===== config.mk =====
export PLATFORM = sky130hd
export DESIGN_NAME = htcd_merge
export DESIGN_NICKNAME = d
export VERILOG_FILES = /design/src/rtl/htcd_pkg.sv /design/src/rtl/htcd_merge.sv
export SDC_FILE = /design/constraint.sdc
export NUM_CORES = 1
export LEC_CHECK = 0
export ABC_CLOCK_PERIOD_IN_PS = 8800
export BUFFER_PORTS_ARGS = -buffer_cell sky130_fd_sc_hd__buf_2
export CAP_MARGIN = 25
export CORE_ASPECT_RATIO = 1.25
export CORE_UTILIZATION = 50
export CTS_BUF_LIST = sky130_fd_sc_hd__clkbuf_16
export CTS_CLUSTER_SIZE = 8
export DETAILED_ROUTE_END_ITERATION = 8
export GPL_TIMING_DRIVEN = 0
export PLACE_DENSITY = 0.73
export SETUP_SLACK_MARGIN = 0.4
export SLEW_MARGIN = 20
export SYNTH_ARGS = -nofsm -noshare
export SYNTH_HDL_FRONTEND = slang
export SYNTH_SLANG_ARGS = --single-unit
export TNS_END_PERCENT = 5

===== constraint.sdc =====
create_clock -name clk -period 8.8 [get_ports clk]
set_input_delay 1.32 -clock clk [delete_from_list [all_inputs] [get_ports clk]]
set_output_delay 1.32 -clock clk [all_outputs]
set_load 0.05 [all_outputs]

===== src/rtl/htcd_pkg.sv =====
`timescale 1ns / 1ps
// Shared widths, codes, constants and the lane control type of the Hall trackball block.
package htcd_pkg;

	localparam int DEF_CALIB_SAMPLES = 16;
	localparam int DEF_SAMPLE_BITS   = 12;
	localparam int NUM_CH            = 4;

	localparam int FUNC_W     = 2;
	localparam int STATUS_W   = 2;
	localparam int SENS_W     = 8;
	localparam int NOISE_W    = 15;
	localparam int LIMIT_W    = 12;
	localparam int LIM2_W     = 2 * LIMIT_W;
	localparam int DELTA_W    = 16;
	localparam int CONF_W     = 8;
	localparam int CFG_IDX_W  = 2;
	localparam int CFG_DATA_W = 15;

	localparam logic [FUNC_W-1:0] FUNC_CALIB = 2'd0;
	localparam logic [FUNC_W-1:0] FUNC_READ  = 2'd1;
	localparam logic [FUNC_W-1:0] FUNC_PDOWN = 2'd2;

	localparam logic [STATUS_W-1:0] ST_OK        = 2'd0;
	localparam logic [STATUS_W-1:0] ST_BUSY      = 2'd1;
	localparam logic [STATUS_W-1:0] ST_MOTION    = 2'd2;
	localparam logic [STATUS_W-1:0] ST_NOT_READY = 2'd3;

	localparam logic [CFG_IDX_W-1:0] CFG_SENS  = 2'd0;
	localparam logic [CFG_IDX_W-1:0] CFG_NOISE = 2'd1;
	localparam logic [CFG_IDX_W-1:0] CFG_LIMIT = 2'd2;

	localparam logic [SENS_W-1:0]  SENS_RESET  = 8'd10;
	localparam logic [NOISE_W-1:0] NOISE_RESET = 15'd8;
	localparam logic [LIMIT_W-1:0] LIMIT_RESET = 12'd20;

	// Divide by ten: magnitudes are saturated to 327680 first, which already
	// clamps, so a 19 bit reciprocal with a 22 bit shift is exact.
	localparam int               MAG_W       = 19;
	localparam logic [MAG_W-1:0] MAG_SAT     = 19'd327680;
	localparam logic [MAG_W-1:0] RECIP       = 19'd419431;
	localparam int               RECIP_SHIFT = 22;

	localparam logic [DELTA_W-1:0] DELTA_MAX = 16'd32767;
	localparam logic [CONF_W-1:0]  CONF_MAX  = 8'd255;

	typedef struct packed {
		logic load;
		logic acc;
		logic clear;
		logic div_start;
		logic commit;
	} lane_ctrl_t;

endpackage


===== src/rtl/htcd_merge.sv =====
`timescale 1ns / 1ps
// Combines the lane results: first rejected channel, differentials and confidence.
module htcd_merge import htcd_pkg::*; #(
	parameter int SAMPLE_BITS = DEF_SAMPLE_BITS
) (
	input  logic                          clk,
	input  logic [NUM_CH-1:0]             fail,
	input  logic signed [SAMPLE_BITS:0]   dev [NUM_CH],
	output logic [NUM_CH-1:0]             base_we,
	output logic                          all_pass,
	output logic signed [SAMPLE_BITS+1:0] dx_s2,
	output logic signed [SAMPLE_BITS+1:0] dy_s2,
	output logic [CONF_W-1:0]             conf_s3
);

	localparam int AW = SAMPLE_BITS + 1;

	logic          blocked;
	logic [AW-1:0] absd [NUM_CH];
	logic [AW-1:0] max01;
	logic [AW-1:0] max23;
	logic [AW-1:0] maxdev;
	logic [AW-1:0] maxdev_s2;

	// Channels are checked in order; the first rejection freezes the rest.
	always_comb begin
		blocked = 1'b0;
		for (int i = 0; i < NUM_CH; i++) begin
			base_we[i] = !blocked && !fail[i];
			blocked    = blocked || fail[i];
		end
	end

	assign all_pass = ~|fail;

	always_comb begin
		for (int i = 0; i < NUM_CH; i++) begin
			absd[i] = dev[i][SAMPLE_BITS] ? AW'(-dev[i]) : AW'(dev[i]);
		end
		max01  = (absd[1] > absd[0]) ? absd[1] : absd[0];
		max23  = (absd[3] > absd[2]) ? absd[3] : absd[2];
		maxdev = (max23 > max01) ? max23 : max01;
	end

	always_ff @(posedge clk) begin
		dx_s2     <= (AW+1)'(dev[0]) - (AW+1)'(dev[1]);
		dy_s2     <= (AW+1)'(dev[2]) - (AW+1)'(dev[3]);
		maxdev_s2 <= maxdev;
		conf_s3   <= (maxdev_s2 >= AW'(CONF_MAX)) ? '0 : CONF_MAX - maxdev_s2[CONF_W-1:0];
	end

endmodule


Yosys cells after proc, flatten, opt, wreduce, memory -nomap -nowiden
Index checks and enable logic that the tools add are counted.
{"block": "word_totals", "register_bits": 49, "latch_bits": 0, "mem_bits_rw": 0, "romBits": 0, "output_inout_bits": 41, "elab_cells": 35, "n_memories": 0}
{"block": "classes", "addsub": 7, "mul": 0, "div": 0, "order_cmp": 4, "n_eq_ne": 0, "shifts": 0, "n_mux": 7, "bitwise_logic": 0, "n_reduce_logical": 13}
{"op": "two-way mux 13 bit", "n": 7}
{"op": "negator 13 bit", "n": 4}
{"op": "> comparator 13 bit", "n": 3}
{"op": "subtractor 13 x 13 -> 14 bit", "n": 2}
{"op": ">= comparator 13 x 8 -> 1 bit (second input constant)", "n": 1}
{"op": "subtractor 8 bit (first input constant)", "n": 1}
{"op": "logical NOT 1 bit", "n": 7}
{"op": "OR reduction 4 bit", "n": 1}
{"op": "logical AND 1 bit", "n": 3}
{"op": "logical OR 1 bit", "n": 2}

Logic depth before layout (Yosys ltp)
{"block": "depth", "depth_word": 6, "ltp_mapped": 21, "ltp_nobuf": 20}

Worst setup path after synthesis
No wires, ideal clock.
{"block": "synth_path", "path_type": "input to register", "from": "in dev[20] (netlist name)", "to": "reg maxdev_s2[1]", "setup_ns": 0.087, "t_arrival_ns": 5.758, "t_required_ns": 8.713, "path_slack_ns": 2.955, "cell_stages": 19, "path_cell_list": "or3_1 > or3_1 > or4_4 > ha_1 > and4_1 > nand4_1 > a21oi_1 > or4_1 > buf_2 > nand2_1 > a21oi_1 > ha_1 > nand4_1 > nor3_1 > nand4_1 > a21bo_2 > clkbuf_1 > o211ai_1 > o31ai_1"}
{"block": "synth_via", "elab_chain_cells": 6}
{"element": "from (decl)", "line": "htcd_merge.sv:8", "rtl": "input logic signed [SAMPLE_BITS:0] dev [NUM_CH],"}
{"element": "negator 13 bit", "line": "htcd_merge.sv:38", "rtl": "absd[i] = dev[i][SAMPLE_BITS] ? AW'(-dev[i]) : AW'(dev[i]);"}
{"element": "two-way mux 13 bit (*)", "line": "htcd_merge.sv:38"}
{"element": "> comparator 13 bit", "line": "htcd_merge.sv:41", "rtl": "max23 = (absd[3] > absd[2]) ? absd[3] : absd[2];"}
{"element": "two-way mux 13 bit (*)", "line": "htcd_merge.sv:41"}
{"element": "> comparator 13 bit", "line": "htcd_merge.sv:42", "rtl": "maxdev = (max23 > max01) ? max23 : max01;"}
{"element": "two-way mux 13 bit (*)", "line": "htcd_merge.sv:42"}
{"element": "net maxdev[1]", "line": "htcd_merge.sv:22", "rtl": "logic [AW-1:0] maxdev;"}
{"element": "to (signal assigned)", "line": "htcd_merge.sv:48", "rtl": "maxdev_s2 <= maxdev;"}
{"element": "to (decl)", "line": "htcd_merge.sv:23", "rtl": "logic [AW-1:0] maxdev_s2;"}
Mark *: on every way through the listed nets, which the timed path passes. The rest lies on a longest branch.
A chain may end at the register's enable or synchronous reset.

Final worst setup path
{"block": "layout_path", "from": "in dev[20] (netlist name)", "to": "reg maxdev_s2[4]"}
Same word-level chain as after synthesis.

==> flow_summary.toml <==
[global_routing]
antenna_found_initial = 0
grt_start_max_net_pins = 18
grt.total_usage = 0.270
grt_pass1_wl_um = 22300
grt_pass1_vias = 4987
grt_remaining_overflow = 0

[placed_design]
place_worst_setup_slack_ns = 1.89
dp_hpwl_um = 11800
place.gp.congestion = 0.962
place_inst = 854
numPortBuffers = 96

[routing]
vias_per_cell = 5.89
drcViolationCount = 0
routedWlPerCell_um = 16.2
vias = 5077
drt-total-wl_um = 14000
drtPass1Iterations = 4
drt_first_iter_violations = 246
antenna_left = 0

[clocking]
cts_resized = 0
cts_root_buf = "clkbuf_16"
clk_pin_slew_ns = 0.07
cts_setup_buffers = 0
cts_hold_buf = 0
insertion_delay_ns = 0.30
cts_tree = "built"
cts_buffers = 5
cts_max_level = 2
cts_max_path_buffers = 2
cts.sinks = 49

[floorplanning]
io_pins = 98
dieArea_sq_um = 10400
die_x_um = 91.5
die_y_um = 114
fp-row-count = 40
design.core.area_sq_um = 9660
start_util = 0.518

[synth]
synthArstFlopShare = 0
avgSynthCellArea_sq_um = 7.92
synth_compound_area_frac = 0.239
yosys.area_share.xor_xnor = 0.0928
synth_seq_cells = 49
yosys.area_share.simple = 0.214
syn_inst = 632
synth.distinct_cells = 69
yosys.area_share.adder = 0.181
ys_seq_area_frac = 0.196
ys_warn_count = 0
syn_nets = 760
yosysMostFrequentCell = "ha_1"
synth_edf_count = 0
synth_mux_area_frac = 0.0193
syn_area_sq_um = 5000
yosysTopAreaCellShare = 0.196
yosys-top-cells-area = "dfxtp_1 20%, ha_1 17%, xnor2_1 6.1%, inv_1 4.5%, nor2_1 3.8%"
synth_area_leader_cell = "dfxtp_1"
ys.flop_type = "dfxtp_1"
synthTopCellsByCount = "69 x ha_1, 60 x inv_1, 50 x nor2_1"
synth_top_family_by_area = "compound AO/OA/AOI/OAI gates"

[timing]
finClkSkew_ns = 0.00768
final_max_slew_viol_count = 0
finalHoldViolations = 0
fin_ws_ns = 2.11
fin_crit_sh = 0.761
fin_crit_ns = 6.69
fmax_ghz = 0.149
relSlewSlack = 0.541
worstMarginPinSlew_ns = 0.683
setup_viol = 0
rsz0062_at_grt = "false"
setup_tns_ns = 0

[power_and_ir_drop]
combPwrFrac = 0.560
power.density_nw_per_um2 = 197
clkPwrFrac = 0.176
net-switching-power_uw = 532
finalPower_uw = 1140
p_int_uw = 611
p_leak_uw = 0.00274
p_seq_frac = 0.264
swShare = 0.465
peakVddDrop_v = 0.0000989

[final_layout]
syn_to_final_growth_pct = 15.8
stdcell_count = 862
drive_gt1_frac = 0.167
nets = 863
antenna_cells = 0

[outcome]
status = "completed"

[critical_path]
cp_data_arrival_time_ns = 6.88
cpPeakStageDelay_ns = 0.58
cpMaxStageDelayCell = "or4_1"
crit_buf_inv = 3
path_class = "in2reg"
path_cells = "buf_2 > or3_1 > or3_1 > or4_4 > ha_1 > and4_1 > nand4_1 > a21oi_1 > or4_1 > buf_2 > nand2_1 > a21oi_1 > ha_1 > nand4_1 > nor3_1 > nand4_1 > a21bo_2 > clkbuf_1 > o211ai_1 > o31ai_1"
cp_max_fo = 10
start_kind = "input pin"
crit_top_cell = "nand4_1"
worstPathRequired_ns = 8.99
path_delay_family = "simple AND/OR/NAND/NOR gates"
endpoint_kind = "flip-flop"

[min_path]
hp-class = "reg2reg"

[run]
maxCapViolations = 0
## power groups by stage
stage               clock [uW]  combinational, uW  sequential [uW]
global route               217                699              306
floorplan                    0                350              428
CTS                        208                637              302
finish                     201                640              302
detailed placement           0                633              306
global placement             0                616              305
## kinds of logic after synthesis
group,count (synthesis)
multiplexers,9
adder cells (fa/ha/maj),71
buffers and inverters,77
AND/OR/NAND/NOR,204
XOR/XNOR,53
flip-flops,49
AO/OA/AOI/OAI,169
## sequential cells by signal, summed over array words and instances (netlist names)
signal / flops
dx_s2: 14
conf_s3: 8
dy_s2: 14
maxdev_s2: 13
## final cells by class
type | instances | area, sq um
plain buffers | 16 | 62.6
clock buffers | 5 | 125
clock inverters | 3 | 26.3
fillers | 896 | 3870
inverters | 61 | 229
multi-input cells | 506 | 3730
flip-flops and latches | 49 | 981
well taps | 126 | 158
repair buffers | 96 | 480
## path summary, 6_finish.rpt
kind | start | end | slack [ns] | cells after the start
max | dev[20] | maxdev_s2[4] | 2.11 | 20
min | maxdev_s2[5] | conf_s3[5] | 0.38 | 1
min reg2reg | maxdev_s2[5] | conf_s3[5] | 0.38 | 1
max reg2reg | maxdev_s2[10] | conf_s3[4] | 7.81 | 3
## through the flow
stage               instance area (sq um)   util  hold slack (ns)
global placement                     5640  0.584            0.369
detailed placement                   5640  0.584            0.376
floorplan                            5000      -            0.368
finish                               5790  0.600            0.380
CTS                                  5790  0.600            0.387
global route                         5790  0.600            0.395
## worst reg2reg max path, delay by kind of cell (launching register included)
kind             cells  cell delay (ns)
flip-flops           1             0.31
AND/OR/NAND/NOR      3             0.62
## routing by layer
metal / share of wire / track usage / up-vias
met1: 0.37 / 0.257 / 2345
met4: 0.057 / 0.174 / 0
met3: 0.041 / 0.0333 / 49
li1: - / - / 2526
met2: 0.53 / 0.538 / 157
met5: 0 / 0 / -
## cells in the final DEF, fill, tap and decap left out, types with 4 or more instances in the layout
cell	netlist	layout
inv_1	60	60
mux2i_1	7	7
nand4_1	9	9
o21ai_1	9	9
buf_2	2	98
dfxtp_1	49	49
nand2b_1	6	6
nor3_1	23	23
nor2b_1	10	10
a21boi_1	9	9
clkbuf_16	0	5
a21o_1	13	13
a211oi_1	10	10
and2_1	5	5
a211o_1	5	5
o211ai_1	4	4
xnor2_1	35	35
and3_1	4	4
ha_1	69	69
a221o_1	4	4
or3_1	7	7
o31ai_1	20	20
a21oi_1	30	30
xor2_1	18	18
a31oi_1	5	5
nor4_1	10	10
o21ai_0	29	29
nand2_1	42	42
and4_1	4	4
clkbuf_1	14	14
nor2_1	50	50
nand3_1	11	11
Note: power is estimated with default switching activity, not from simulation.
