[src/rtl/htcd_pkg.sv]
`timescale 1ns / 1ps
// Shared widths, codes, constants and the lane control type of the Hall trackball block.
package htcd_pkg;

	localparam int DEF_CALIB_SAMPLES = 16;
	localparam int DEF_SAMPLE_BITS   = 12;
	localparam int NUM_CH            = 4;

	localparam int FUNC_W     = 2;
	localparam int STATUS_W   = 2;
	localparam int SENS_W     = 8;
	localparam int NOISE_W    = 15;
	localparam int LIMIT_W    = 12;
	localparam int LIM2_W     = 2 * LIMIT_W;
	localparam int DELTA_W    = 16;
	localparam int CONF_W     = 8;
	localparam int CFG_IDX_W  = 2;
	localparam int CFG_DATA_W = 15;

	localparam logic [FUNC_W-1:0] FUNC_CALIB = 2'd0;
	localparam logic [FUNC_W-1:0] FUNC_READ  = 2'd1;
	localparam logic [FUNC_W-1:0] FUNC_PDOWN = 2'd2;

	localparam logic [STATUS_W-1:0] ST_OK        = 2'd0;
	localparam logic [STATUS_W-1:0] ST_BUSY      = 2'd1;
	localparam logic [STATUS_W-1:0] ST_MOTION    = 2'd2;
	localparam logic [STATUS_W-1:0] ST_NOT_READY = 2'd3;

	localparam logic [CFG_IDX_W-1:0] CFG_SENS  = 2'd0;
	localparam logic [CFG_IDX_W-1:0] CFG_NOISE = 2'd1;
	localparam logic [CFG_IDX_W-1:0] CFG_LIMIT = 2'd2;

	localparam logic [SENS_W-1:0]  SENS_RESET  = 8'd10;
	localparam logic [NOISE_W-1:0] NOISE_RESET = 15'd8;
	localparam logic [LIMIT_W-1:0] LIMIT_RESET = 12'd20;

	// Divide by ten: magnitudes are saturated to 327680 first, which already
	// clamps, so a 19 bit reciprocal with a 22 bit shift is exact.
	localparam int               MAG_W       = 19;
	localparam logic [MAG_W-1:0] MAG_SAT     = 19'd327680;
	localparam logic [MAG_W-1:0] RECIP       = 19'd419431;
	localparam int               RECIP_SHIFT = 22;

	localparam logic [DELTA_W-1:0] DELTA_MAX = 16'd32767;
	localparam logic [CONF_W-1:0]  CONF_MAX  = 8'd255;

	typedef struct packed {
		logic load;
		logic acc;
		logic clear;
		logic div_start;
		logic commit;
	} lane_ctrl_t;

endpackage

[src/rtl/htcd_scale.sv]
`timescale 1ns / 1ps
// Sensitivity scaling, truncating divide by ten, clamping and motion detection.
module htcd_scale import htcd_pkg::*; #(
	parameter int SAMPLE_BITS = DEF_SAMPLE_BITS
) (
	input  logic                          clk,
	input  logic signed [SAMPLE_BITS+1:0] dx,
	input  logic signed [SAMPLE_BITS+1:0] dy,
	input  logic [SENS_W-1:0]             sens,
	input  logic [NOISE_W-1:0]            noise,
	output logic signed [DELTA_W-1:0]     delta_x,
	output logic signed [DELTA_W-1:0]     delta_y,
	output logic                          moving
);

	localparam int DW   = SAMPLE_BITS + 2;
	localparam int PW   = DW + SENS_W + 1;
	localparam int QP_W = 2 * MAG_W;

	logic signed [DW-1:0]      diff     [2];
	logic signed [PW-1:0]      prod_s3  [2];
	logic [PW-1:0]             mag      [2];
	logic [MAG_W-1:0]          mag_s4   [2];
	logic                      neg_s4   [2];
	logic [QP_W-1:0]           qp       [2];
	logic [DELTA_W-1:0]        q_s5     [2];
	logic                      neg_s5   [2];
	logic [DELTA_W-1:0]        clamped  [2];
	logic signed [DELTA_W-1:0] delta_s6 [2];
	logic [DELTA_W-1:0]        amag     [2];
	logic [1:0]                over;

	assign diff[0] = dx;
	assign diff[1] = dy;

	for (genvar a = 0; a < 2; a++) begin : g_axis
		always_comb begin
			mag[a]     = prod_s3[a][PW-1] ? PW'(-prod_s3[a]) : PW'(prod_s3[a]);
			qp[a]      = QP_W'(mag_s4[a]) * QP_W'(RECIP);
			clamped[a] = (q_s5[a] > DELTA_MAX) ? DELTA_MAX : q_s5[a];
			amag[a]    = delta_s6[a][DELTA_W-1] ? DELTA_W'(-delta_s6[a]) : DELTA_W'(delta_s6[a]);
			over[a]    = (amag[a][DELTA_W-2:0] > noise);
		end

		always_ff @(posedge clk) begin
			prod_s3[a]  <= PW'(diff[a]) * $signed({1'b0, sens});
			mag_s4[a]   <= (mag[a] >= PW'(MAG_SAT)) ? MAG_SAT : mag[a][MAG_W-1:0];
			neg_s4[a]   <= prod_s3[a][PW-1];
			q_s5[a]     <= qp[a][RECIP_SHIFT +: DELTA_W];
			neg_s5[a]   <= neg_s4[a];
			delta_s6[a] <= neg_s5[a] ? -$signed(clamped[a]) : $signed(clamped[a]);
		end
	end

	assign delta_x = delta_s6[0];
	assign delta_y = delta_s6[1];
	assign moving  = |over;

endmodule

[config.mk]
export PLATFORM = sky130hd
export DESIGN_NAME = htcd_scale
export DESIGN_NICKNAME = d
export VERILOG_FILES = /design/src/rtl/htcd_pkg.sv /design/src/rtl/htcd_scale.sv
export SDC_FILE = /design/constraint.sdc
export NUM_CORES = 2
export LEC_CHECK = 0
export BUFFER_PORTS_ARGS = -buffer_cell sky130_fd_sc_hd__buf_2
export CORE_MARGIN = 2
export CORE_UTILIZATION = 25
export CTS_BUF_LIST = sky130_fd_sc_hd__clkbuf_16
export CTS_CLUSTER_DIAMETER = 200
export DETAILED_ROUTE_END_ITERATION = 6
export HOLD_SLACK_MARGIN = 0.1
export MAX_ROUTING_LAYER = met4
export SYNTH_ARGS = -nofsm -noshare
export SYNTH_HDL_FRONTEND = slang
export SYNTH_SLANG_ARGS = --single-unit
[constraint.sdc]
create_clock -name clk -period 8.5 [get_ports clk]
set_input_delay 0.425 -clock clk [delete_from_list [all_inputs] [get_ports clk]]
set_output_delay 0.425 -clock clk [all_outputs]
set_load 0.01 [all_outputs]
Word level (Yosys, flattened, before mapping) --
Memories as Yosys holds them, arrays and structs flattened. Index checks and enable logic that the tools add are counted.
Operators by class: multiply operators 4, $lt $le $gt $ge 6, multiplexer cells 10, reduce and logical (&&, ||, !) cells 1, $add $sub $neg 6
Operator list (count):
- $mul 19x19->38 const B | 2
- $mux 16 | 4
- $ge 23x19->1 const B | 2
- $mul 14x9->23 | 2
- $mux 23 | 2
- $neg 23->23 | 2
- $mux 19 | 2
- $gt 16x15->1 const B | 2
- $neg 16->16 | 2
- $gt 15x15->1 | 2
- $mux 15 | 2
- $neg 15->15 | 2
- $reduce_or 2->1 | 1
Storage, ports and cells: flip-flop bits (word level) 0, bits in writable memories 152, memories 6, input port bits 52
Memory list:
- prod_s3 | words 2, width 23, rd ports 2, clocked after Yosys merged registers in 0, write ports 2, line htcd_scale.sv:21 | logic signed [PW-1:0] prod_s3 [2];
- mag_s4 | words 2, width 19, rd ports 2, clocked after Yosys merged registers in 0, write ports 2, line htcd_scale.sv:23 | logic [MAG_W-1:0] mag_s4 [2];
- delta_s6 | words 2, width 16, rd ports 2, clocked after Yosys merged registers in 0, write ports 2, line htcd_scale.sv:29 | logic signed [DELTA_W-1:0] delta_s6 [2];
- q_s5 | words 2, width 16, rd ports 2, clocked after Yosys merged registers in 0, write ports 2, line htcd_scale.sv:26 | logic [DELTA_W-1:0] q_s5 [2];
- neg_s4 | words 2, width 1, rd ports 2, clocked after Yosys merged registers in 0, write ports 2, line htcd_scale.sv:24 | logic neg_s4 [2];
- neg_s5 | words 2, width 1, rd ports 2, clocked after Yosys merged registers in 0, write ports 2, line htcd_scale.sv:27 | logic neg_s5 [2];

Depth between registers and ports, before layout --
An unclocked memory read counts as a cell.
depth after elaboration 5, mapped depth 22

Worst setup path after synthesis --
Ideal clock, no wire load.
kind reg2reg, start point memory mag_s4[0][2], end point memory q_s5[0][14], path buffers 0, setup slack 2.974 ns, setup time 0.127 ns, arrival time 5.399 ns, stages on the path, launching flop included 21, required time 8.373 ns, path through dfxtp_1 -> ha_1 -> xor2_1 -> ha_1 -> or2_2 -> fa_1 -> fa_1 -> fa_1 -> inv_1 -> fa_1 -> inv_1 -> ha_1 -> a21o_1 -> a21o_1 -> a21o_1 -> or4_1 -> o21ai_1 -> o21ai_0 -> a21oi_1 -> o21ai_0 -> xor2_1
RTL lines (line):
- start, declared | htcd_scale.sv:23
- end, declared | htcd_scale.sv:26

==> summary.md <==
| Metric | Value |
|---|---|
| Reg-to-reg startpoint | `mag_s4[0][22]` |
| Routed wl met3 | `2250 microns` |
| Max-cap viol count | `0` |
| Die Area | `0.110 sq mm` |
| Largest net degree at the start of global routing | `29` |
| Root Buffer | `clkbuf_16` |
| Max H-tree Level | `4` |
| Share of Yosys cell area claimed by the top area cell type | `32.2%` |
| Vias | `18.3k` |
| Reg-to-reg setup timing slack | `2.39 ns` |
| Routed wire length | `57700 microns` |
| Syn avg cell area | `9.40 sq um` |
| Largest area contributor in the synthesized netlist | `fa_1` |
| Site Rows | `120` |
| Synth warn | `0` |
| Dpl hpwl | `51000 microns` |
| Met2 wire length | `24700 microns` |
| Worst-path clk slew | `0.06 ns` |
| Status | `finished, final reports clean` |
| Nets | `3879` |
| Core Region | `0.107 sq mm` |
| Post-synth top cells | `inv_1, ha_1, fa_1` |
| Hold Path Sink | `prod_s3[0][0]` |
| Residual DRC | `0` |
| Worst Hold Launch | `dx[0]` |
| Initial Util | `25.2%` |
| Post_cts resized | `0` |
| Num ports | `85` |
| CP most frequent cell | `fa_1` |
| All-Layer GR Usage | `11.1%` |
| Drt wl/cell | `13.3 microns` |
| Clock sink count | `152` |
| Primary FF master, synth | `dfxtp_1` |
| Net Count, Synth | `3811` |
| Dpl cell area | `0.0290 sq mm` |
| Crit-path max FO | `6` |
| Post-synthesis cell type count | `68` |
| Post-Layout Cell Count | `4352` |
| Hold Path Class | `input port to register` |
| Critical path's slowest cell | `dfxtp_1` |
| RSZ-0062 raised after global routing | `false` |
| Area Overhead vs Synth | `9.67%` |
| Relative slew slack | `30.7%` |
| Crit start category | `register` |
| Crit-path max cell delay | `0.53 ns` |
| Fmax | `0.164 GHz` |
| Syn Inst Count | `2869` |
| CP required | `8.86 ns` |
| Antenna Nets Post-Route | `0` |
| Initial antenna violation count | `1` |
| Post-synth EDFFs | `0` |
| DR vias/cell | `4.20` |
| Mapped Area | `0.0270 sq mm` |
| Max Root-Sink Buffers | `2` |
| Worst-path cell chain | `ha_1 > xor2_1 > ha_1 > or2_2 > fa_1 > fa_1 > fa_1 > inv_1 > fa_1 > inv_1 > ha_1 > a22o_1 > nor2_1 > nand4_1 > o21ai_0 > o31ai_1 > a22o_1 > o41ai_1 > xnor2_1` |
| Crit path kind | `register to register` |
| CTS Buf Count | `17` |
| Cell area after layout | `0.0296 sq mm` |
| Hold buffers post-CTS | `0` |
| Worst EP arrival | `6.46 ns` |
| IO buf count | `84` |
| Synth area leaders | `fa_1, ha_1, dfxtp_1, inv_1, and2_1` |
| Post-Route Skew | `0.00951 ns` |
| TritonRoute pass-1 iters | `5` |
| Top-count cell post-synth | `inv_1` |
| Min-Delay Path Depth | `2` |
| Grt total ovfl | `0` |
| Die Wd | `332 microns` |
| Uppermost routed layer | `met4` |
| First-pass GRT wire length | `98700 microns` |
| Final setup viols | `0` |
| DRT iter0 DRCs | `694` |
| Clk_lat worst skew | `0.43 ns` |
| #FFs+latches synth | `152` |
| Capturing point of the worst reg2reg path | `q_s5[0][29]` |
| Sequential share of the synthesized area | `11.3%` |
| Vias in the first global route | `19.2k` |
| Gpl congestion | `0.920` |
| Die Y | `332 microns` |
| CP endpoint kind | `register` |
| Post-CTS Setup Repair Bufs | `0` |
| Period utilization | `71.9%` |
| Share of layout cells above drive strength 1 | `5.09%` |
| Placed cell count | `4321` |
| Final worst path period need | `6.11 ns` |
| FF-to-FF path depth | `19` |
| Asr flop ratio synth | `0%` |
| Wl on met1 | `30200 microns` |
| Setup TNS | `0 ns` |
| Tightest Pin Transition | `1.04 ns` |
| Final Hold Viols | `0` |
| Final Max Tran Viols | `0` |
| CTS tree | `built` |
cell type report:
type,count,area [sq um]
inverter,722,2710
sequential,152,3040
antenna,1,2.50
timing repair buffer,85,428
clock buffer,17,425
fill,11400,77500
clock inverter,13,155
multi-input combinational,1959,21100
tap,1403,1760
worst max path at each step:
stage | from | endpoint | depth (start not counted)
floorplan | mag_s4[0][2] | q_s5[0][14] | 20
global placement | mag_s4[0][22] | q_s5[0][29] | 19
detailed placement | mag_s4[0][22] | q_s5[0][29] | 19
CTS | mag_s4[0][22] | q_s5[0][29] | 19
global route | mag_s4[0][21] | q_s5[0][29] | 19
finish | mag_s4[0][22] | q_s5[0][29] | 19
sequential cells by signal, summed over array words and instances (netlist names):
name,flops
delta_s6,32
mag_s4,38
neg_s4,2
neg_s5,2
prod_s3,46
q_s5,32
layer usage:
metal  track usage (%)  vias to the layer above
met5                 -                        -
met3              1.67                       37
met4              1.60                        0
met1              15.9                     8832
met2              16.8                      326
li1                  -                     9081
cells in the final DEF (no fill, tap or decap), types with 9 or more instances in the layout:
cell type,instances
a211oi_1,14
a21o_1,45
a21oi_1,86
and2_1,149
buf_2,84
clkbuf_16,17
dfxtp_1,152
fa_1,434
ha_1,456
inv_1,723
nand2_1,157
nand2b_1,22
nand3_1,15
nand4_1,15
nor2_1,109
nor2_4,9
nor2b_1,16
nor3_1,17
o211ai_1,9
o21a_1,11
o21ai_0,59
o21bai_1,9
o31ai_1,23
o41ai_1,13
or2_2,14
or3_1,15
or4_1,12
xnor2_1,91
xor2_1,83
critical path: cells and delay by family, from the launching register on:
family / cells / cell delay (ns)
and+or+nand+nor: 3 / 0.52
AOI/OAI and AO/OA: 5 / 1.59
adders and majority gates: 7 / 2.91
buffers and inverters: 2 / 0.09
xor gates and xnor gates: 2 / 0.40
DFF: 1 / 0.53
per-stage QoR:
| step | setup slack [ns] | util [%] | hold WS (ns) |
|---|---|---|---|
| after global routing | 2.02 | 27.6 | 0.320 |
| after detailed placement | 2.28 | 27.1 | 0.413 |
| final | 2.39 | 27.6 | 0.314 |
| after floorplan | 2.97 | - | 0.310 |
| after CTS | 2.28 | 27.6 | 0.290 |
| after global placement | 2.38 | 27.1 | 0.420 |
cell families after synthesis:
| kind of cell | synth area share [%] |
|---|---|
| AO/OA/AOI/OAI | 7.53 |
| XOR/XNOR | 5.65 |
| adder cells (fa/ha/maj) | 53.4 |
| buffers and inverters | 10.6 |
| flip-flops | 11.3 |
| multiplexers | 0.0742 |
| AND/OR/NAND/NOR | 11.4 |
Power is left out: the tool's default activity adds up to more than one toggle a clock period on the data nets, which glitch-free logic cannot reach.
