===== src/rtl/htcd_pkg.sv =====
`timescale 1ns / 1ps
// Shared widths, codes, constants and the lane control type of the Hall trackball block.
package htcd_pkg;

	localparam int DEF_CALIB_SAMPLES = 16;
	localparam int DEF_SAMPLE_BITS   = 12;
	localparam int NUM_CH            = 4;

	localparam int FUNC_W     = 2;
	localparam int STATUS_W   = 2;
	localparam int SENS_W     = 8;
	localparam int NOISE_W    = 15;
	localparam int LIMIT_W    = 12;
	localparam int LIM2_W     = 2 * LIMIT_W;
	localparam int DELTA_W    = 16;
	localparam int CONF_W     = 8;
	localparam int CFG_IDX_W  = 2;
	localparam int CFG_DATA_W = 15;

	localparam logic [FUNC_W-1:0] FUNC_CALIB = 2'd0;
	localparam logic [FUNC_W-1:0] FUNC_READ  = 2'd1;
	localparam logic [FUNC_W-1:0] FUNC_PDOWN = 2'd2;

	localparam logic [STATUS_W-1:0] ST_OK        = 2'd0;
	localparam logic [STATUS_W-1:0] ST_BUSY      = 2'd1;
	localparam logic [STATUS_W-1:0] ST_MOTION    = 2'd2;
	localparam logic [STATUS_W-1:0] ST_NOT_READY = 2'd3;

	localparam logic [CFG_IDX_W-1:0] CFG_SENS  = 2'd0;
	localparam logic [CFG_IDX_W-1:0] CFG_NOISE = 2'd1;
	localparam logic [CFG_IDX_W-1:0] CFG_LIMIT = 2'd2;

	localparam logic [SENS_W-1:0]  SENS_RESET  = 8'd10;
	localparam logic [NOISE_W-1:0] NOISE_RESET = 15'd8;
	localparam logic [LIMIT_W-1:0] LIMIT_RESET = 12'd20;

	// Divide by ten: magnitudes are saturated to 327680 first, which already
	// clamps, so a 19 bit reciprocal with a 22 bit shift is exact.
	localparam int               MAG_W       = 19;
	localparam logic [MAG_W-1:0] MAG_SAT     = 19'd327680;
	localparam logic [MAG_W-1:0] RECIP       = 19'd419431;
	localparam int               RECIP_SHIFT = 22;

	localparam logic [DELTA_W-1:0] DELTA_MAX = 16'd32767;
	localparam logic [CONF_W-1:0]  CONF_MAX  = 8'd255;

	typedef struct packed {
		logic load;
		logic acc;
		logic clear;
		logic div_start;
		logic commit;
	} lane_ctrl_t;

endpackage


===== src/rtl/htcd_lane.sv =====
`timescale 1ns / 1ps
// One sensor channel: accumulators, reciprocal mean, variance test and baseline.
module htcd_lane import htcd_pkg::*; #(
	parameter int CALIB_SAMPLES = DEF_CALIB_SAMPLES,
	parameter int SAMPLE_BITS   = DEF_SAMPLE_BITS
) (
	input  logic                          clk,
	input  logic                          arst_n,
	input  lane_ctrl_t                    ctrl,
	input  logic                          base_we,
	input  logic [SAMPLE_BITS-1:0]        sample,
	input  logic [LIM2_W-1:0]             lim2,
	output logic                          fail,
	output logic signed [SAMPLE_BITS:0]   dev_s1
);

	localparam int NW    = $clog2(CALIB_SAMPLES + 1);
	localparam int SUM_W = SAMPLE_BITS + NW;
	localparam int SQ_W  = 2 * SAMPLE_BITS + NW;
	localparam int MSQ_W = 2 * SAMPLE_BITS;
	localparam int KW    = ((MSQ_W > LIM2_W) ? MSQ_W : LIM2_W) + 1;
	localparam int THR_W = KW + NW;
	localparam int CMP_W = (SQ_W > THR_W) ? SQ_W : THR_W;

	// Mean by reciprocal multiplication, exact for every sum of SUM_W bits.
	localparam int                RS       = SUM_W + $clog2(CALIB_SAMPLES);
	localparam int                RCP_W    = SUM_W + 1;
	localparam int                PRD_W    = SUM_W + RCP_W;
	localparam longint unsigned   RCP_FULL = ((64'd1 << RS) + 64'(CALIB_SAMPLES) - 64'd1) /
		64'(CALIB_SAMPLES);
	localparam logic [RCP_W-1:0]  RCP      = RCP_W'(RCP_FULL);

	logic [SAMPLE_BITS-1:0] sample_q;
	logic [SAMPLE_BITS-1:0] base_q;
	logic [SAMPLE_BITS-1:0] quo_q;
	logic [MSQ_W-1:0]       sq_s1;
	logic [MSQ_W-1:0]       msq_q;
	logic [SUM_W-1:0]       sum_q;
	logic [SQ_W-1:0]        sqsum_q;
	logic [PRD_W-1:0]       mean_prod;
	logic [KW-1:0]          k_q;
	logic [THR_W-1:0]       thr_q;
	logic                   fail_q;

	assign mean_prod = PRD_W'(sum_q) * PRD_W'(RCP);

	always_ff @(posedge clk or negedge arst_n) begin
		if (!arst_n) begin
			sum_q   <= '0;
			sqsum_q <= '0;
			base_q  <= '0;
		end else begin
			if (ctrl.clear) begin
				sum_q   <= '0;
				sqsum_q <= '0;
			end else if (ctrl.acc) begin
				sum_q   <= sum_q + SUM_W'(sample_q);
				sqsum_q <= sqsum_q + SQ_W'(sq_s1);
			end
			if (ctrl.commit && base_we) begin
				base_q <= quo_q;
			end
		end
	end

	always_ff @(posedge clk) begin
		if (ctrl.load) begin
			sample_q <= sample;
			sq_s1    <= MSQ_W'(sample) * MSQ_W'(sample);
		end
		if (ctrl.div_start) begin
			quo_q <= mean_prod[RS +: SAMPLE_BITS];
		end
		// Variance test as avg_sq > mean^2 + lim^2, i.e. sqsum >= N * (mean^2 + lim^2 + 1).
		msq_q  <= MSQ_W'(quo_q) * MSQ_W'(quo_q);
		k_q    <= KW'(msq_q) + KW'(lim2) + KW'(1);
		thr_q  <= THR_W'(k_q) * THR_W'(CALIB_SAMPLES);
		fail_q <= (CMP_W'(sqsum_q) >= CMP_W'(thr_q));
		dev_s1 <= $signed({1'b0, sample_q}) - $signed({1'b0, base_q});
	end

	assign fail = fail_q;

endmodule


===== config.mk =====
export PLATFORM = sky130hd
export DESIGN_NAME = htcd_lane
export DESIGN_NICKNAME = d
export VERILOG_FILES = /design/src/rtl/htcd_pkg.sv /design/src/rtl/htcd_lane.sv
export SDC_FILE = /design/constraint.sdc
export NUM_CORES = 1
export LEC_CHECK = 0
export BUFFER_PORTS_ARGS = -buffer_cell sky130_fd_sc_hd__buf_2
export CELL_PAD_IN_SITES_DETAIL_PLACEMENT = 0
export CELL_PAD_IN_SITES_GLOBAL_PLACEMENT = 2
export CORE_ASPECT_RATIO = 0.6
export CORE_MARGIN = 4
export CORE_UTILIZATION = 42
export DETAILED_ROUTE_END_ITERATION = 10
export PLACE_DENSITY = 0.95
export SLEW_MARGIN = 10
export SYNTH_ARGS = -nofsm -noshare
export SYNTH_HDL_FRONTEND = slang
export SYNTH_SLANG_ARGS = --single-unit

===== constraint.sdc =====
create_clock -name clk -period 6.4 [get_ports clk]
set_input_delay 1.6 -clock clk [delete_from_list [all_inputs] [get_ports clk]]
set_output_delay 1.6 -clock clk [all_outputs]
set_load 0.005 [all_outputs]

; Word-level counts from Yosys, hierarchy flattened
; Cells that the tools add are included.
; Widths: inputs -> output; s select.
[totals]
regBits = 194
input_bits = 44
elab_cells = 25
[op_classes]
add_sub_neg = 5
multipliers = 2
n_lt_le_gt_ge = 1
mux = 4
n_reduce_logical = 2
[op_table]
columns = operator, count
row1 = $mux 29, 2
row2 = $mul 12x12->24, 2
row3 = $mux 17, 2
row4 = $add 29x24->29, 1
row5 = $ge 29x29->1, 1
row6 = $add 24x24->25, 1
row7 = $add 25x1->25 const B, 1
row8 = $add 17x12->17, 1
row9 = $sub 12x12->13, 1
row10 = $reduce_bool 2->1, 1
row11 = $logic_and 1x1->1, 1

; Logic depth before layout (Yosys ltp)
; Gate-level depths: netlist of run 1.
[logic_depth]
depth_word = 3
ltp_mapped = 22

; Worst setup path after synthesis of run 1
; Ideal clock, no wire load.
[synth_path]
path_type = input-to-reg
startpoint = input sample[1]
endpoint = register sq_s1[23], data pin
arrival_time_ps = 6322
path_slack_ps = -182
cell_stages = 19
path_buffers = 1
path_cell_list = clkbuf_1 -> and2_1 -> inv_1 -> fa_1 -> inv_1 -> fa_1 -> fa_1 -> fa_1 -> inv_1 -> fa_1 -> inv_1 -> ha_1 -> a21oi_1 -> o221a_2 -> o31ai_1 -> a311o_1 -> a221oi_1 -> o21bai_1 -> xnor2_1
[synth_via]
elab_chain_len = 1
[synth_rtl]
columns = item, line_no
row1 = start: declaration, htcd_lane.sv:11  ; input logic [SAMPLE_BITS-1:0] sample,
row2 = $mul 12x12->24, htcd_lane.sv:69  ; sq_s1 <= MSQ_W'(sample) * MSQ_W'(sample);
row3 = end signal: assignment, htcd_lane.sv:69
row4 = end: declaration, htcd_lane.sv:36  ; logic [MSQ_W-1:0] sq_s1;
; No other way between the ends.
; A chain may end at the register's enable or synchronous reset.

; Final worst setup path of run 1
[layout_path]
startpoint = input sample[8]
endpoint = register sq_s1[20], data pin
; The elaborated chain is that of the path after synthesis.

==> qor.yml, run 1 <==
status:
  run_status: "completed"
sta:
  hold_violations: 0
  hold_slack_ps: 330
  timing.fmax_mhz: 161
  slew_viol_final: 0
  finalSetupViolations: 0
  rsz0062_at_grt: "no"
  clock_skew_ps: 14.1
  fin_crit_ps: 6200
  final.period_utilization_pct: 96.9
  tightest_slew_ps: 820
  max_slew_margin_pct: 45.4
flow_run:
  maxCapViolations: 0
synth:
  yosys.area.top_type: "fa_1"
  yosys_warnings: 0
  yosysUniqueCellTypes: 78
  synthCells: 1865
  synth.area.top_cells: "fa_1 (19%), ha_1 (15%), dfxtp_1 (9.9%), dfrtp_1 (8.1%), edfxtp_1 (7.8%)"
  async_flop_share_pct: 30.0
  ys_seq_area_share_pct: 25.8
  synth_nets: 2285
  netlist_area_sq_mm: 0.0177
  synthFlopType: "dfxtp_1"
  ys_ff_latch: 190
  synth-edff-count: 46
  syn_avg_cell_area_sq_um: 9.47
  synth_top_area_share_pct: 18.6
die:
  rows: 57
  die_w_um: 273
  die_y_um: 167
  start_util_pct: 43.1
  core_sq_mm: 0.0410
  io_pins: 58
  dieArea_sq_mm: 0.0455
setup_path:
  cp.arrival_ps: 6420
  path_cells: "buf_2 -> and2_1 -> fa_1 -> fa_1 -> inv_1 -> fa_1 -> inv_1 -> fa_1 -> inv_1 -> fa_1 -> inv_1 -> ha_1 -> or4_1 -> o21ai_1 -> o21ai_1 -> o41ai_1 -> xnor2_1"
  cp_max_fo: 8
  max_stage_delay_ps: 610
  required_ps: 6610
  path_class: "in2reg"
  slowest_stage: "fa_1"
  end_kind: "flip-flop"
  worst_path_most_repeated_cell: "fa_1"
  critPathLaunchType: "primary input"
route:
  wire_per_inst_um: 15.8
  routed_wl_mm: 40.1
  route.detailed.drc: 0
  first_iter_violations: 962
  drtPass1Iterations: 6
  ant_nets: 0
  vias: 12892
  avgViaCountPerCell: 5.09
final_layout:
  syn2layout_area_growth_pct: 11.5
  most-common-layout-cells: "inv_1 (348), ha_1 (208), fa_1 (164)"
  insertedDiodeCount: 0
  nets: 2382
  n_fill_cell: 3846
  layout-drive-gt1-share_pct: 10.1
  utilization_pct: 48.0
  seqCellArea_sq_mm: 0.00455
  fin_area_sq_mm: 0.0197
  layout_commonest_cell: "inv_1"
  multi_input_area_sq_mm: 0.0117
cts:
  cts.sink_count: 190
  clk_latency_ps: 460
  htree_levels: 4
  ctsHoldBuffers: 0
  postCtsSetupBuffers: 0
  cts_tree: "built"
  path_clk_slew_ps: 80
  cts_buffer_depth: 2
  numCtsBuffers: 17
  cts-root-buf: "clkbuf_16"
placed_design:
  post-dp-hpwl_mm: 32.8
  place_area_sq_mm: 0.0191
  portBuffers: 57
  place.gp.congestion: 0.878
pwr:
  power_density_mw_per_mm2: 465
  peakVddDrop_uv: 333
  p_leak_nw: 9.93
  finalPower_mw: 9.16
global_routing:
  track_usage_pct: 18.4
  grt_pass1_wl_mm: 68.0
  grt.overflow.total: 0
  antenna_found_initial: 0
  grt_pass1_vias: 13014
  grt_max_degree: 58
worst_hold_path:
  hp-class: "reg2reg"
[metal layers]
| layer | global-route usage [%] | part of all wire [%] | wire (um) | vias up |
|---|---|---|---|---|
| met4 | 3.10 | 0.85 | 342 | 0 |
| met1 | 29.7 | 54 | 21800 | 6250 |
| met2 | 25.5 | 40 | 15800 | 258 |
| met3 | 3.68 | 5.3 | 2120 | 26 |
| met5 | 0 | 0 | 0 | - |
| li1 | - | - | - | 6358 |
[critical path, delay by kind of cell]
| kind | cells | cell delay (ps) |
|---|---|---|
| fa+ha+maj | 6 | 2780 |
| simple gates | 2 | 780 |
| buf+inv | 5 | 380 |
| xor+xnor | 1 | 110 |
| compound gates | 3 | 740 |
[power by group]
group	switching (mW)	leakage (nW)	internal (mW)
clock	0.568	0.303	0.558
sequential	0.259	1.94	1.77
combinational	3.31	7.68	2.69
total	4.14	9.93	5.02
[timing repair]
item	CTS	global route
setup endpoints to repair	0	1
resized for setup	0	1
endpoints found under the hold margin	0	0
[worst paths after layout]
check	startpoint	endpoint	slack [ps]	cells after the start
worst min register to register	k_q[13]	thr_q[17]	330	0
worst min-delay path	k_q[13]	thr_q[17]	330	0
worst max-delay path	sample[8]	sq_s1[20]	200	17
max in group asynchronous	arst_n	base_q[4]	4540	2
min in group asynchronous	arst_n	sqsum_q[2]	1260	2
worst max register to register	quo_q[4]	msq_q[22]	330	19
[synth_stat cells, drive strengths merged (7+ instances only)]
cell type	instances
xor2	24
dfrtp	57
mux2	17
o211ai	9
a211oi	12
nand4	12
fa	164
nand2b	8
o21bai	16
and3	9
nor2b	29
nand3	36
a21oi	84
a21o	42
edfxtp	46
nor3	22
o21ai	64
o31ai	7
and2	87
mux2i	19
xnor2	74
o21a	20
ha	212
nand2	109
a31oi	8
inv	348
dfxtp	87
nor2	104
clkbuf	45
[flip-flops by register name (all words and copies together), names as in the netlist]
register,cells
k_q,25
sq_s1,22
sum_q,16
quo_q,12
base_q,12
sample_q,12
dev_s1,13
msq_q,23
sqsum_q,29
fail,1
thr_q,25
[cell families after synthesis]
kind of cell	count (synthesis)	synth area share, %
buffers and inverters	399	8.51
AO/OA/AOI/OAI	326	12.7
flip-flops	190	25.8
AND/OR/NAND/NOR	440	12.4
multiplexers	36	2.16
XOR/XNOR	98	4.86
adder cells (fa/ha/maj)	376	33.6
[cell type report]
| type | instances | share of cell area [%] |
|---|---|---|
| timing repair buffer | 129 | 4.19 |
| sequential | 190 | 23.1 |
| clock inverter | 14 | 0.947 |
| inverter | 348 | 6.63 |
| tap | 560 | 3.56 |
| clock buffer | 18 | 2.29 |
| multi-input combinational | 1276 | 59.3 |
[per-stage QoR]
stage / cells / setup slack (ps) / TNS [ps]
after global routing: 2535 / 11.6 / 0
after detailed placement: 2503 / -243 / -1270
after CTS: 2535 / 247 / 0
after floorplan: 1865 / 5.23 / 0
after global placement: 2503 / -179 / -841
final: 2535 / 196 / 0
Note: power is estimated with default switching activity, not from simulation.
==> inputs of run 2 (changes only) <==
--- a/config.mk
+++ b/config.mk
@@ -5,12 +5,13 @@
 export SDC_FILE = /design/constraint.sdc
 export NUM_CORES = 1
 export LEC_CHECK = 0
+export ABC_AREA = 1
 export BUFFER_PORTS_ARGS = -buffer_cell sky130_fd_sc_hd__buf_2
 export CELL_PAD_IN_SITES_DETAIL_PLACEMENT = 0
 export CELL_PAD_IN_SITES_GLOBAL_PLACEMENT = 2
 export CORE_ASPECT_RATIO = 0.6
 export CORE_MARGIN = 4
-export CORE_UTILIZATION = 42
+export CORE_UTILIZATION = 39
 export DETAILED_ROUTE_END_ITERATION = 10
 export PLACE_DENSITY = 0.95
 export SLEW_MARGIN = 10
==> run 2 against run 1 <==
  * Sequential power increased by 8%
  * Clock skew increased by 3.8 ps
  * First-iteration DRC count increased by 36%
  * Critical path type unchanged
  * Design area increased by 2.9%
  * Synthesized area increased by 5.1%
  * Setup slack improved by 240 ps
  * Cell count increased by 23%
  * Global-route usage increased by 2.4 points
  * Via count increased by 19%
==> qor.yml, run 2 <==
synth:
  ys_seq_area_share_pct: 24.5
  synthFlopType: "dfxtp_1"
  ys_ff_latch: 190
  synth.area.top_cells: "fa_1 (18%), ha_1 (14%), nand2_1 (12%), inv_1 (11%), dfxtp_1 (9.4%)"
  synth_top_area_share_pct: 17.7
  synth_commonest_cells: "nand2_1 (598), inv_1 (534), ha_1 (212), fa_1 (164), nor2_1 (151)"
  synth_nets: 2826
  yosys_warnings: 0
  yosysUniqueCellTypes: 41
  async_flop_share_pct: 30.0
  synthMostInstantiatedCell: "nand2_1"
  syn_avg_cell_area_sq_um: 7.71
  synthCells: 2406
  netlist_area_sq_mm: 0.0186
  synth-edff-count: 46
  yosys.area.top_type: "fa_1"
setup_path:
  required_ps: 6610
  slowest_stage: "fa_1"
  path_delay_family: "adder cells"
  endpoint: "sq_s1[22]"
  end_kind: "flip-flop"
  r2r-start: "quo_q[7]"
  reg2reg_slack_ps: 1070
  path_cells: "buf_2 -> nand2_1 -> inv_1 -> fa_1 -> inv_1 -> fa_1 -> inv_1 -> fa_1 -> fa_1 -> inv_1 -> fa_1 -> inv_1 -> ha_1 -> nand2_1 -> nor2_1 -> nand4_1 -> o21ai_1 -> nand2_1 -> nand3_1 -> nand2_1"
  path_depth: 20
  reg2reg_depth: 19
  max_stage_delay_ps: 550
  path_class: "in2reg"
  critPathLaunchType: "primary input"
  cp.arrival_ps: 6170
  crit_buf_inv: 6
  cp_max_fo: 6
  startpoint: "sample[11]"
  timing.rr.end: "msq_q[21]"
sta:
  final.period_utilization_pct: 93.1
  tightest_slew_ps: 1160
  max_slew_margin_pct: 22.2
  rsz0062_at_grt: "no"
  setup_ws_ps: 440
  finalSetupViolations: 0
  clock_skew_ps: 17.9
  hold_violations: 0
  timing.fmax_mhz: 168
  tns_ps: 0
  slew_viol_final: 0
  fin_crit_ps: 5960
final_layout:
  layout-drive-gt1-share_pct: 5.24
  layout_commonest_cell: "nand2_1"
  seqCellArea_sq_mm: 0.00455
  insertedDiodeCount: 0
  syn2layout_area_growth_pct: 9.13
  n_fill_cell: 4658
  most-common-layout-cells: "nand2_1 (598), inv_1 (534), ha_1 (212)"
  reg_top3: "sqsum_q: 29 flops, k_q: 25 flops, thr_q: 25 flops"
  multi_input_area_sq_mm: 0.0119
  regMostFlops: "sqsum_q"
  largest_reg_flops: 29
  nets: 2890
worst_hold_path:
  hp-class: "reg2reg"
die:
  io_pins: 58
  start_util_pct: 39.8
  die_y_um: 177
  core_sq_mm: 0.0466
  dieArea_sq_mm: 0.0513
  die_w_um: 290
  rows: 61
placed_design:
  portBuffers: 57
  place.gp.congestion: 0.871
  place_ws_ps: 8.37
  post-dp-hpwl_mm: 43.3
route:
  routed_wl_mm: 51.2
  first_iter_violations: 1307
  route.detailed.drc: 0
  drtPass1Iterations: 6
  ant_nets: 0
  wire_per_inst_um: 16.5
  avgViaCountPerCell: 4.94
  vias: 15386
cts:
  cts_tree: "built"
  postCtsSetupBuffers: 0
  cts-root-buf: "clkbuf_16"
  numCtsBuffers: 17
  cts.sink_count: 190
  clk_latency_ps: 460
  path_clk_slew_ps: 90
  htree_levels: 4
  cts_resized: 0
  ctsHoldBuffers: 0
  cts_buffer_depth: 2
status:
  run_status: "completed"
pwr:
  peakVddDrop_uv: 298
  power_density_mw_per_mm2: 570
  p_leak_nw: 11.4
global_routing:
  antenna_found_initial: 1
  track_usage_pct: 20.8
  grt_pass1_wl_mm: 83.3
  grt_max_degree: 58
  grt.overflow.total: 0
  grt_pass1_vias: 15330
flow_run:
  maxCapViolations: 0
run 2: where the power goes:
part	internal (mW)	total, mW	switching (mW)
clock network	0.529	1.09	0.565
logic	2.89	8.26	5.37
registers	1.84	2.20	0.357
run 2: final cells by class:
type | instances | area share (%)
Clock buffer | 18 | 2.12
Sequential cell | 190 | 22.5
Tap cell | 630 | 3.89
Inverter | 537 | 9.95
Clock inverter | 14 | 0.815
Timing Repair Buffer | 79 | 2.22
Multi-Input combinational cell | 1645 | 58.5
run 2: kinds of logic after synthesis:
family / count (synthesis) / share of synthesized area, %
xor+xnor: 72 / 3.40
mux: 2 / 0.121
buf+inv: 571 / 11.6
fa+ha+maj: 376 / 32.0
compound gates: 278 / 8.35
flops: 190 / 24.5
simple gates: 917 / 20.0
run 2: routing by layer:
layer  global-route usage [%]  up-vias  part of all wire, %
li1                         -     7611                    -
met1                     34.4     7316                   54
met2                     28.0      412                   37
met3                     3.20       43                  6.8
met4                     3.95        4                  1.3
met5                     1.25        -                 0.20
run 2: worst reg2reg max path: stages, from the launching register on:
cell and delay (ps):
edfxtp_1 780, nand2_1 210, inv_1 120, fa_1 440, fa_1 530, inv_1 60, fa_1 520, inv_1 60
fa_1 530, inv_1 50, fa_1 520, inv_1 40, ha_1 360, a21oi_1 330, nor2_1 80, nor2_1 140
nand2_1 90, nand2_1 60, nand3_1 130, xor2_1 170
run 2: worst min path at each step:
stage	from	slack [ps]	cells after the start	to
final	k_q[11]	330	0	thr_q[15]
after global routing	k_q[2]	340	0	thr_q[6]
after CTS	k_q[0]	330	0	thr_q[4]
after detailed placement	k_q[0]	310	0	thr_q[4]
after global placement	k_q[22]	310	0	thr_q[26]
after floorplan	k_q[6]	310	0	thr_q[10]
run 2: through the flow:
| stage | instances | total power, mW | utilization, % | area, sq um | hold WS, ps |
|---|---|---|---|---|---|
| CTS | 3113 | 11.5 | 43.4 | 20300 | 330 |
| detailed placement | 3081 | 10.4 | 42.2 | 19700 | 312 |
| global placement | 3081 | 10.3 | 42.2 | 19700 | 314 |
| global route | 3113 | 12.9 | 43.4 | 20300 | 335 |
| finish | 3113 | 11.5 | 43.4 | 20300 | 326 |
| floorplan | 2406 | 7.82 | - | 18600 | 310 |
